==> config.mk <==
export PLATFORM = sky130hd
export DESIGN_NAME = triac_phase_angle_firing
export DESIGN_NICKNAME = d
export VERILOG_FILES = /design/src/sv/tpaf_pkg.sv /design/src/sv/tpaf_delay_calc.sv /design/src/sv/tpaf_channel.sv /design/src/sv/triac_phase_angle_firing.sv
export SDC_FILE = /design/constraint.sdc
export NUM_CORES = 2
export LEC_CHECK = 0
export BUFFER_PORTS_ARGS = -buffer_cell sky130_fd_sc_hd__buf_4
export CAP_MARGIN = 20
export CORE_AREA = 2 2 220 243
export CTS_BUF_LIST = sky130_fd_sc_hd__clkbuf_8 sky130_fd_sc_hd__clkbuf_16
export CTS_CLUSTER_DIAMETER = 150
export CTS_CLUSTER_SIZE = 24
export DETAILED_ROUTE_END_ITERATION = 7
export DIE_AREA = 0 0 222 245
export GPL_TIMING_DRIVEN = 0
export PLACE_DENSITY = 0.76
export SLEW_MARGIN = 20
export SYNTH_ARGS = -nofsm -noshare
export SYNTH_HDL_FRONTEND = slang
export SYNTH_SLANG_ARGS = --single-unit
==> constraint.sdc <==
create_clock -name clock -period 21.4 [get_ports clock]
set_clock_uncertainty 0.1 [all_clocks]
set_input_delay 2.14 -clock clock [delete_from_list [all_inputs] [get_ports clock]]
set_output_delay 2.14 -clock clock [all_outputs]
set_load 0.01 [all_outputs]
==> src/sv/tpaf_pkg.sv <==
package tpaf_pkg;

   localparam int NUM_CHANNELS_DEF = 2;
   localparam int TW = 16;
   localparam int LW = 17;
   localparam int CSR_IW = 2;

   localparam logic [TW-1:0] PERIOD_RESET = 16'd16667;
   localparam logic [LW-1:0] LEVEL_FULL = 17'h10000;

   localparam logic [TW-1:0] PULSE_WIDTH_RESET = 16'd200;
   localparam logic [TW-1:0] MIN_FALL_RESET = 16'd0;
   localparam logic [LW-1:0] FULL_ON_RESET = 17'd62259;
   localparam logic [LW-1:0] FULL_OFF_RESET = 17'd3277;

   localparam logic [CSR_IW-1:0] CSR_PULSE_WIDTH = 2'd0;
   localparam logic [CSR_IW-1:0] CSR_MIN_FALL = 2'd1;
   localparam logic [CSR_IW-1:0] CSR_FULL_ON = 2'd2;
   localparam logic [CSR_IW-1:0] CSR_FULL_OFF = 2'd3;

   localparam logic REQ_TICK = 1'b0;
   localparam logic REQ_SET = 1'b1;

   typedef struct packed {
      logic tick;
      logic zc;
      logic [TW-1:0] tb_new;
      logic [TW-1:0] cap_new;
      logic [TW-1:0] elapsed;
   } time_type;

   typedef struct packed {
      logic pin_on;
      logic pin_off;
      logic [TW-1:0] on_delay;
      logic [TW-1:0] off_delay;
   } set_type;

endpackage

==> src/sv/tpaf_delay_calc.sv <==
module tpaf_delay_calc import tpaf_pkg::*; (
   input  logic [LW-1:0] level,
   input  logic [TW-1:0] period,
   input  logic [TW-1:0] pulse_width,
   input  logic [TW-1:0] min_fall_time,
   input  logic [LW-1:0] full_on_level,
   input  logic [LW-1:0] full_off_level,
   output set_type       set_out
);

   logic [LW-1:0] lv;
   logic [LW-1:0] inv;
   logic [TW+LW-1:0] prod;
   logic [TW-1:0] up;
   logic [TW:0] s;
   logic [TW-1:0] dn;

   always_comb begin
      lv = (level > LEVEL_FULL) ? LEVEL_FULL : level;
      inv = LEVEL_FULL - lv;
      prod = {{LW{1'b0}}, period} * {{TW{1'b0}}, inv};
      up = prod[TW+TW-1:TW];
      s = {1'b0, up} + {1'b0, pulse_width};
      priority if (s < {1'b0, min_fall_time}) begin
         dn = min_fall_time;
      end else if (s > {1'b0, period}) begin
         dn = period;
      end else begin
         dn = s[TW-1:0];
      end
      set_out.pin_on = level > full_on_level;
      set_out.pin_off = level < full_off_level;
      set_out.on_delay = up;
      set_out.off_delay = dn;
   end

endmodule

==> src/sv/tpaf_channel.sv <==
module tpaf_channel import tpaf_pkg::*; (
   input  logic     clock,
   input  logic     reset,
   input  time_type tm,
   input  logic     sel,
   input  set_type  set_in,
   output logic     gate_in
);

   typedef enum logic [1:0] {PH_IDLE, PH_RISE, PH_FALL, PH_DONE} phase_type;

   phase_type phase_ff, phase_in, ph0, ph1;
   logic [TW-1:0] on_ff, on_in, off_ff, off_in, lat_ff, lat_in, match_ff, match_in;
   logic [TW-1:0] m0, m1;
   logic en_ff, en_in, stat_ff, stat_in;

   always_comb begin
      ph0 = phase_ff;
      m0 = match_ff;
      lat_in = lat_ff;
      on_in = on_ff;
      off_in = off_ff;
      en_in = en_ff;
      stat_in = stat_ff;
      if (tm.tick && tm.zc) begin
         m0 = tm.tb_new + on_ff;
         lat_in = off_ff;
         ph0 = en_ff ? PH_RISE : PH_IDLE;
      end
      ph1 = ph0;
      m1 = m0;
      if (tm.tick && ph0 == PH_RISE && tm.elapsed >= TW'(m0 - tm.cap_new)) begin
         ph1 = PH_FALL;
         m1 = tm.cap_new + lat_in;
      end
      phase_in = ph1;
      if (tm.tick && ph1 == PH_FALL && tm.elapsed >= TW'(m1 - tm.cap_new)) begin
         phase_in = PH_DONE;
      end
      match_in = m1;
      if (sel) begin
         priority if (set_in.pin_on) begin
            stat_in = 1'b1;
            en_in = 1'b0;
            phase_in = PH_IDLE;
         end else if (set_in.pin_off) begin
            stat_in = 1'b0;
            en_in = 1'b0;
            phase_in = PH_IDLE;
         end else begin
            on_in = set_in.on_delay;
            off_in = set_in.off_delay;
            en_in = 1'b1;
         end
      end
      gate_in = (phase_in == PH_IDLE) ? stat_in : (phase_in == PH_FALL);
   end

   always_ff @(posedge clock) begin
      if (reset) begin
         phase_ff <= PH_IDLE;
         on_ff <= '0;
         off_ff <= '0;
         lat_ff <= '0;
         match_ff <= '0;
         en_ff <= 1'b0;
         stat_ff <= 1'b0;
      end else begin
         phase_ff <= phase_in;
         on_ff <= on_in;
         off_ff <= off_in;
         lat_ff <= lat_in;
         match_ff <= match_in;
         en_ff <= en_in;
         stat_ff <= stat_in;
      end
   end

endmodule

==> src/sv/triac_phase_angle_firing.sv <==
// Path: a req word is taken into the input register, then the state update
// and result register form the rsp word; a held rsp word stalls the step
// between the two.
// Throughput: one word per cycle; the rsp register drains while the
// next req word is taken, and a stalled rsp holds the req side.
// Reset: synchronous, active high; clears timebase, capture, channel
// state, config registers to defaults and period to 16667 ticks.
module triac_phase_angle_firing import tpaf_pkg::*; #(
   parameter int NUM_CHANNELS = NUM_CHANNELS_DEF
) (
   input  logic              clock,
   input  logic              reset,
   input  logic              req_tvalid,
   output logic              req_tready,
   input  logic [23:0]       req_tdata,  // zero_cross, channel, level[16:0], zero pad
   input  logic              req_tuser,  // req_type
   output logic              rsp_tvalid,
   input  logic              rsp_tready,
   output logic [23:0]       rsp_tdata,  // gate_a, gate_b, period_ticks[15:0], zero pad
   input  logic              csr_we,
   input  logic [CSR_IW-1:0] csr_index,
   input  logic [LW-1:0]     csr_wdata
);

   logic in_valid_ff, in_type_ff, in_zc_ff, in_ch_ff;
   logic [LW-1:0] in_level_ff;
   logic out_valid_ff;
   logic gate_a_ff, gate_b_ff;
   logic [TW-1:0] out_period_ff;
   logic [TW-1:0] tb_ff, tb_in, cap_ff, cap_in, period_ff, period_in;
   logic [TW-1:0] pw_ff, minf_ff;
   logic [LW-1:0] fon_ff, foff_ff;
   logic advance, step;
   time_type tm;
   set_type set_w;
   logic [NUM_CHANNELS-1:0] gates_in;
   logic gate_b_in;

   assign advance = !out_valid_ff || rsp_tready;
   assign req_tready = !in_valid_ff || advance;
   assign step = in_valid_ff && advance;

   always_comb begin
      tb_in = tb_ff;
      cap_in = cap_ff;
      period_in = period_ff;
      tm.tick = step && (in_type_ff == REQ_TICK);
      tm.zc = in_zc_ff;
      if (tm.tick) begin
         tb_in = tb_ff + 1'b1;
         if (in_zc_ff) begin
            period_in = tb_in - cap_ff;
            cap_in = tb_in;
         end
      end
      tm.tb_new = tb_in;
      tm.cap_new = cap_in;
      tm.elapsed = tb_in - cap_in;
   end

   tpaf_delay_calc u_calc (
      .level(in_level_ff),
      .period(period_ff),
      .pulse_width(pw_ff),
      .min_fall_time(minf_ff),
      .full_on_level(fon_ff),
      .full_off_level(foff_ff),
      .set_out(set_w)
   );

   for (genvar c = 0; c < NUM_CHANNELS; c++) begin : g_ch
      tpaf_channel u_ch (
         .clock(clock),
         .reset(reset),
         .tm(tm),
         .sel(step && (in_type_ff == REQ_SET) && (int'(in_ch_ff) == c)),
         .set_in(set_w),
         .gate_in(gates_in[c])
      );
   end

   if (NUM_CHANNELS > 1) begin : g_gb
      assign gate_b_in = gates_in[1];
   end else begin : g_gb0
      assign gate_b_in = 1'b0;
   end

   always_ff @(posedge clock) begin
      if (reset) begin
         in_valid_ff <= 1'b0;
         out_valid_ff <= 1'b0;
         tb_ff <= '0;
         cap_ff <= '0;
         period_ff <= PERIOD_RESET;
         pw_ff <= PULSE_WIDTH_RESET;
         minf_ff <= MIN_FALL_RESET;
         fon_ff <= FULL_ON_RESET;
         foff_ff <= FULL_OFF_RESET;
      end else begin
         if (req_tready) begin
            in_valid_ff <= req_tvalid;
         end
         if (advance) begin
            out_valid_ff <= in_valid_ff;
         end
         tb_ff <= tb_in;
         cap_ff <= cap_in;
         period_ff <= period_in;
         if (csr_we) begin
            unique case (csr_index)
               CSR_PULSE_WIDTH: pw_ff <= csr_wdata[TW-1:0];
               CSR_MIN_FALL:    minf_ff <= csr_wdata[TW-1:0];
               CSR_FULL_ON:     fon_ff <= csr_wdata;
               CSR_FULL_OFF:    foff_ff <= csr_wdata;
               default: ;
            endcase
         end
      end
      if (req_tready && req_tvalid) begin
         in_type_ff <= req_tuser;
         in_zc_ff <= req_tdata[0];
         in_ch_ff <= req_tdata[1];
         in_level_ff <= req_tdata[LW+1:2];
      end
      if (step) begin
         gate_a_ff <= gates_in[0];
         gate_b_ff <= gate_b_in;
         out_period_ff <= period_in;
      end
   end

   assign rsp_tvalid = out_valid_ff;
   assign rsp_tdata = {6'd0, out_period_ff, gate_b_ff, gate_a_ff};

   a_stall_cause: assert property (@(posedge clock) disable iff (reset)
      !req_tready |-> in_valid_ff && out_valid_ff && !rsp_tready)
      else $error("req stalled without a held rsp word");

   a_tb_step: assert property (@(posedge clock) disable iff (reset)
      $past(!reset) && $past(step) && $past(in_type_ff) == REQ_TICK
      |-> tb_ff == TW'($past(tb_ff) + 1'b1))
      else $error("timebase did not advance on tick");

   a_tb_hold: assert property (@(posedge clock) disable iff (reset)
      $past(!reset) && !($past(step) && $past(in_type_ff) == REQ_TICK)
      |-> $stable(tb_ff))
      else $error("timebase moved without tick");

   a_period_zc: assert property (@(posedge clock) disable iff (reset)
      $past(!reset) && period_ff != $past(period_ff)
      |-> $past(step) && $past(in_type_ff) == REQ_TICK && $past(in_zc_ff))
      else $error("period changed without zero cross");

endmodule
# Yosys cells after proc, flatten, opt, wreduce, memory -nomap -nowiden
# Index checks and enable logic that the tools add are counted.
# totals
register_bits,290
latch_bits,0
ramBits,0
rom_bits,0
elab_cells,132
memories,0
# classes
n_addsub,13
multipliers,1
div_mod_pow,0
magnitude_cmp,9
n_eq_ne,9
shift,0
mux,38
bitwise,4
reduce_logical,28
# ops
op,count
$mux W16,13
$sub A16 B16 Y16,6
$add A16 B16 Y16,4
$ge A16 B16 Y1,4
$mul A16 B17 Y32,1
$mux W2,12
$add A16 B16 Y17,1
$gt A17 B16 Y1,1
$gt A17 B17 Y1,1
$gt A17 B17 Y1 const B,1
$lt A17 B16 Y1,1
$lt A17 B17 Y1,1
$mux W17,1
$sub A17 B17 Y17 const A,1
$add A16 B1 Y16 const B,1
$logic_and A1 B1 Y1,15
$eq A2 B2 Y1 const B,6
$mux W1,12
$reduce_and A2 Y1,4
$eq A2 B1 Y1 const B,3
$logic_not A2 Y1,3
$reduce_and A3 Y1,2
$not A1 Y1,4
$logic_not A1 Y1,2
$logic_or A1 B1 Y1,2

# Depth between registers and ports, before layout
# depth
depth_word,20
depth_mapped,52
depth_no_buf,49

# Hierarchy
# A second synthesis with hierarchy kept.
# hier_totals
hier_cells,3919
area_unflattened_um2,31825.5
# by_module_without_submodules
mod,instances,cells_per_inst,area_each_um2
tpaf_delay_calc,1,1421,11591.1
triac_phase_angle_firing,1,921,7888.8
tpaf_channel at g_ch[1].u_ch,1,830,6268.5
tpaf_channel at g_ch[0].u_ch,1,747,6077.1

# Least setup slack after synthesis
# No wires, ideal clock.
# synth_path
kind,input -> register
start,input rsp_tready
end,register gate_a_ff (data pin)
setup_ns,0.159
t_arrival_ns,11.961
path_slack_ns,9.180
cell_stages,51
n_path_buf,3
path_cell_list,nor2b_1 -> nor2_1 -> clkbuf_1 -> xnor2_1 -> inv_1 -> ha_1 -> fa_1 -> a21o_1 -> a21o_1 -> a2111oi_2 -> o31ai_1 -> o41ai_2 -> o21ai_0 -> xor2_1 -> mux2i_1 -> inv_1 -> ha_1 -> inv_1 -> [15 not listed] -> fa_1 -> a21o_1 -> a21oi_1 -> o21bai_1 -> a21o_1 -> a21oi_1 -> o21ai_0 -> o41ai_1 -> nor2_1 -> a311oi_1 -> ha_1 -> a21oi_1 -> nor2b_1 -> a2111oi_0 -> nand2_1 -> a31oi_1 -> o41ai_1 -> a22oi_1
# synth_lines
item,line,rtl
from (decl),triac_phase_angle_firing.sv:18,"input logic rsp_tready,"
to (signal assigned),triac_phase_angle_firing.sv:126,gate_a_ff <= gates_in[0];
to (decl),triac_phase_angle_firing.sv:28,"logic gate_a_ff, gate_b_ff;"

# Final worst setup path
# layout_path
start,input rsp_tready
end,register gate_a_ff (data pin)
# layout_between
word_cells_on_any_way,34
# layout_lines
item,line,rtl
$logic_or A1 B1 Y1 *,triac_phase_angle_firing.sv:39,assign advance = !out_valid_ff || rsp_tready;
$logic_and A1 B1 Y1 *,triac_phase_angle_firing.sv:41,assign step = in_valid_ff && advance;
$logic_and A1 B1 Y1 *,triac_phase_angle_firing.sv:47,tm.tick = step && (in_type_ff == REQ_TICK);
$mux W16 *,triac_phase_angle_firing.sv:49,if (tm.tick) begin
named net cap_in[0],triac_phase_angle_firing.sv:30,"logic [TW-1:0] tb_ff, tb_in, cap_ff, cap_in, period_ff, period_in;"
$sub A16 B16 Y16 (on tied branches),"triac_phase_angle_firing.sv:58, tpaf_channel.sv:32",
$ge A16 B16 Y1,tpaf_channel.sv:32,if (tm.tick && ph0 == PH_RISE && tm.elapsed >= TW'(m0 - tm.cap_new)) begin
$logic_and A1 B1 Y1,tpaf_channel.sv:32,
[3 not listed],n/a,
$logic_and A1 B1 Y1,tpaf_channel.sv:37,if (tm.tick && ph1 == PH_FALL && tm.elapsed >= TW'(m1 - tm.cap_new)) begin
$mux W2 *,tpaf_channel.sv:37,
$mux W2,tpaf_channel.sv:46,end else if (set_in.pin_off) begin
$mux W2,tpaf_channel.sv:42,priority if (set_in.pin_on) begin
$mux W2 *,tpaf_channel.sv:41,if (sel) begin
$eq A2 B2 Y1 / $logic_not A2 Y1 (equally long branches),tpaf_channel.sv:56,gate_in = (phase_in == PH_IDLE) ? stat_in : (phase_in == PH_FALL);
$mux W1 *,tpaf_channel.sv:56,
named net g_ch[0].u_ch.gate_in,tpaf_channel.sv:7,output logic gate_in
# The timed path passes the listed nets; every way through them passes the cells marked *.
# A chain may end at the register's enable or synchronous reset.

==> out/results.txt <==
Outcome - finished, final reports clean
Final number of setup-violating endpoints - 0
Clk_lat worst skew - 0.55 ns
Setup TNS - 0 ns
Pre-CTS setup slack - 5.49 ns
Worst EP arrival - 16.01 ns
Slew HR - 0.163
Slew @ Worst Pin - 1.26 ns
Post-Syn Area per Cell - 8.30 um2
Hold WS - 0.361 ns
Routability cong. - 1.04
H-tree Lvls - 1
Crit path kind - input pin to register
Leakage Power - 15.1 nW
Synth cell types - 91
CP Capture Type - register
TritonRoute pass-1 iters - 6
Final hold vios - 0
Largest net degree at the start of global routing - 26
Seq/Total Area, Yosys - 0.201
DR iter-0 viols - 2219
Number of diodes - 0
Period utilization - 0.734
Clock transition at path regs - 0.11 ns
Post-synth ARST share - 0
CP required - 21.70 ns
Max clock buf depth - 3
Hold Crit Class - register to register
Final Worst Setup Slack - 5.68 ns
Postcts setup bufs - 0
Cell area after layout - 0.0327 mm2
Layout cell share with drive strength beyond 1 - 0.0450
Yosys reg bits - 290
Utilization after layout - 0.627
Syn Inst Count - 3710
Commonest non-fill, non-tap cells in the layout - 525 x nand2_1, 420 x inv_1, 406 x ha_1
Hold Buf Count CTS - 0
Initial antenna violation count - 2
Die height - 245 um
Core area - 0.0521 mm2
Area grow syn2layout - 6.04%
Unrepaired setup endpoints after global routing - false
Die area - 0.0544 mm2
Wire per inst - 21.6 um
Remaining DRCs - 0
Post-Layout Cell Count - 4479
Inserted Clock Buffers - 16
Via count - 27000
Total Power - 3.53 mW
Worst Setup Start Kind - input pin
First-pass GRT wire length - 150000 um
Post-synth EDFFs - 38
Post-DP HPWL - 79300 um
Placed cell count - 4453
Highest Clock Rate - 63.6 MHz
Critical-path top delay cell - o311ai_1
Routed wire length - 96700 um
Fin crit period - 15.72 ns
Initial Utilization - 0.592
Power per cell area - 108 mW/mm2
Nets - 4469
CP max FO - 10
CP most frequent cell - a21oi_1
Max Cap Viol - 0
Max-slew violations - 0
Total Routing Usage GR - 0.358
Vias per cell - 6.02
Clk sinks - 290
GR Overflow Total - 0
Mapped Area - 0.0308 mm2
Commonest non-fill, non-tap cell in the layout - nand2_1
FP Rows - 88
Antenna-violating nets left - 0
Synth warn - 0
Largest vdd supply drop - 173 uV
Clock root cell - clkbuf_16
CTS tree - done
I/O pin count - 75
Critical Path Max Stage Delay - 0.72 ns
Vias in the first global route - 26900
Post-cts sizing count - 0
Die width - 222 um
Main synth FF type - dfxtp_1
Number of port buffers - 61
Placed Area - 0.0322 mm2
-- cells by family (layout without fill, tap and decap cells) --
| group | count (synthesis) | count (layout) | synth area share |
|---|---|---|---|
| xor+xnor | 189 | 189 | 0.0542 |
| fa+ha+maj | 623 | 623 | 0.306 |
| buf+inv | 561 | 650 | 0.0713 |
| other cells | 1 | 6 | 0.000122 |
| compound gates | 727 | 727 | 0.155 |
| mux | 82 | 82 | 0.0272 |
| flops | 290 | 290 | 0.201 |
| simple gates | 1237 | 1237 | 0.186 |
-- state kept, by name, indices dropped and copies added, names as in the netlist, 17 cells and up --
| register | cells |
|---|---|
| fon_ff | 17 |
| g_ch.u_ch.lat_ff | 32 |
| g_ch.u_ch.on_ff | 32 |
| in_level_ff | 17 |
| g_ch.u_ch.off_ff | 32 |
| foff_ff | 17 |
| g_ch.u_ch.match_ff | 32 |
-- worst paths after layout --
kind	start	endpoint	slack, ns	cells after the start
hold reg to reg	foff_ff[8]	foff_ff[8]	0.36	2
setup reg to reg	in_level_ff[16]	g_ch[1].u_ch.off_ff[0]	6.51	44
hold / removal	foff_ff[8]	foff_ff[8]	0.36	2
setup / recovery	rsp_tready	gate_a_ff	5.68	51
-- report_power, final --
part | total [mW] | switching, mW | internal (mW)
sequential | 0.588 | 0.0175 | 0.571
clock | 0.341 | 0.200 | 0.141
combinational | 2.60 | 1.66 | 0.937
-- routing by layer --
metal  routed length [um]  vias to the layer above  part of all wire  GRT usage
met4                 8940                        0             0.092      0.282
met3                 6300                      365             0.065     0.0462
met5                    0                        -                 0          0
met2                45000                     1036              0.46      0.612
met1                36500                    12800              0.38      0.408
li1                     -                    12700                 -          -
-- cell usage after synthesis, types with 14 or more instances --
| cell type | count | area (um2) |
|---|---|---|
| inv_1 | 413 | 1550 |
| nor4_1 | 18 | 113 |
| xnor2_1 | 114 | 998 |
| o21bai_1 | 15 | 113 |
| nand4_1 | 17 | 106 |
| a2111o_1 | 18 | 203 |
| clkbuf_1 | 112 | 420 |
| fa_1 | 217 | 4340 |
| a21o_1 | 60 | 450 |
| or3_1 | 20 | 125 |
| dfxtp_1 | 252 | 5040 |
| a211oi_1 | 26 | 195 |
| mux2i_1 | 69 | 691 |
| edfxtp_1 | 38 | 1140 |
| o21ai_0 | 133 | 666 |
| and3_1 | 20 | 125 |
| o21a_1 | 32 | 240 |
| nand3_1 | 71 | 355 |
| and2_1 | 120 | 751 |
| nor2_1 | 228 | 856 |
| ha_1 | 406 | 5080 |
| o211ai_1 | 36 | 270 |
| nor3_1 | 81 | 405 |
| a31oi_1 | 17 | 106 |
| nand2b_1 | 49 | 307 |
| o31ai_1 | 18 | 135 |
| a21oi_1 | 251 | 1260 |
| buf_2 | 14 | 70.1 |
| nand2_1 | 525 | 1970 |
| xor2_1 | 74 | 648 |
| nor2b_1 | 39 | 244 |
-- cell type report --
cell class | count | area (um2)
Multi-Input combinational cell | 2864 | 22500
Fill cell | 4679 | 19400
Sequential cell | 290 | 6190
Inverter | 415 | 1560
Tap cell | 675 | 845
Buffer | 146 | 641
Timing Repair Buffer | 64 | 480
Clock buffer | 16 | 400
Clock inverter | 9 | 72.6
-- critical path, delay by kind of cell --
kind                     cells  cell delay (ns)
buffers and inverters        8             2.79
AO/OA/AOI/OAI               24             6.88
adder cells (fa/ha/maj)      6             2.12
AND/OR/NAND/NOR             13             2.05
(Power assumes the default switching activity.)
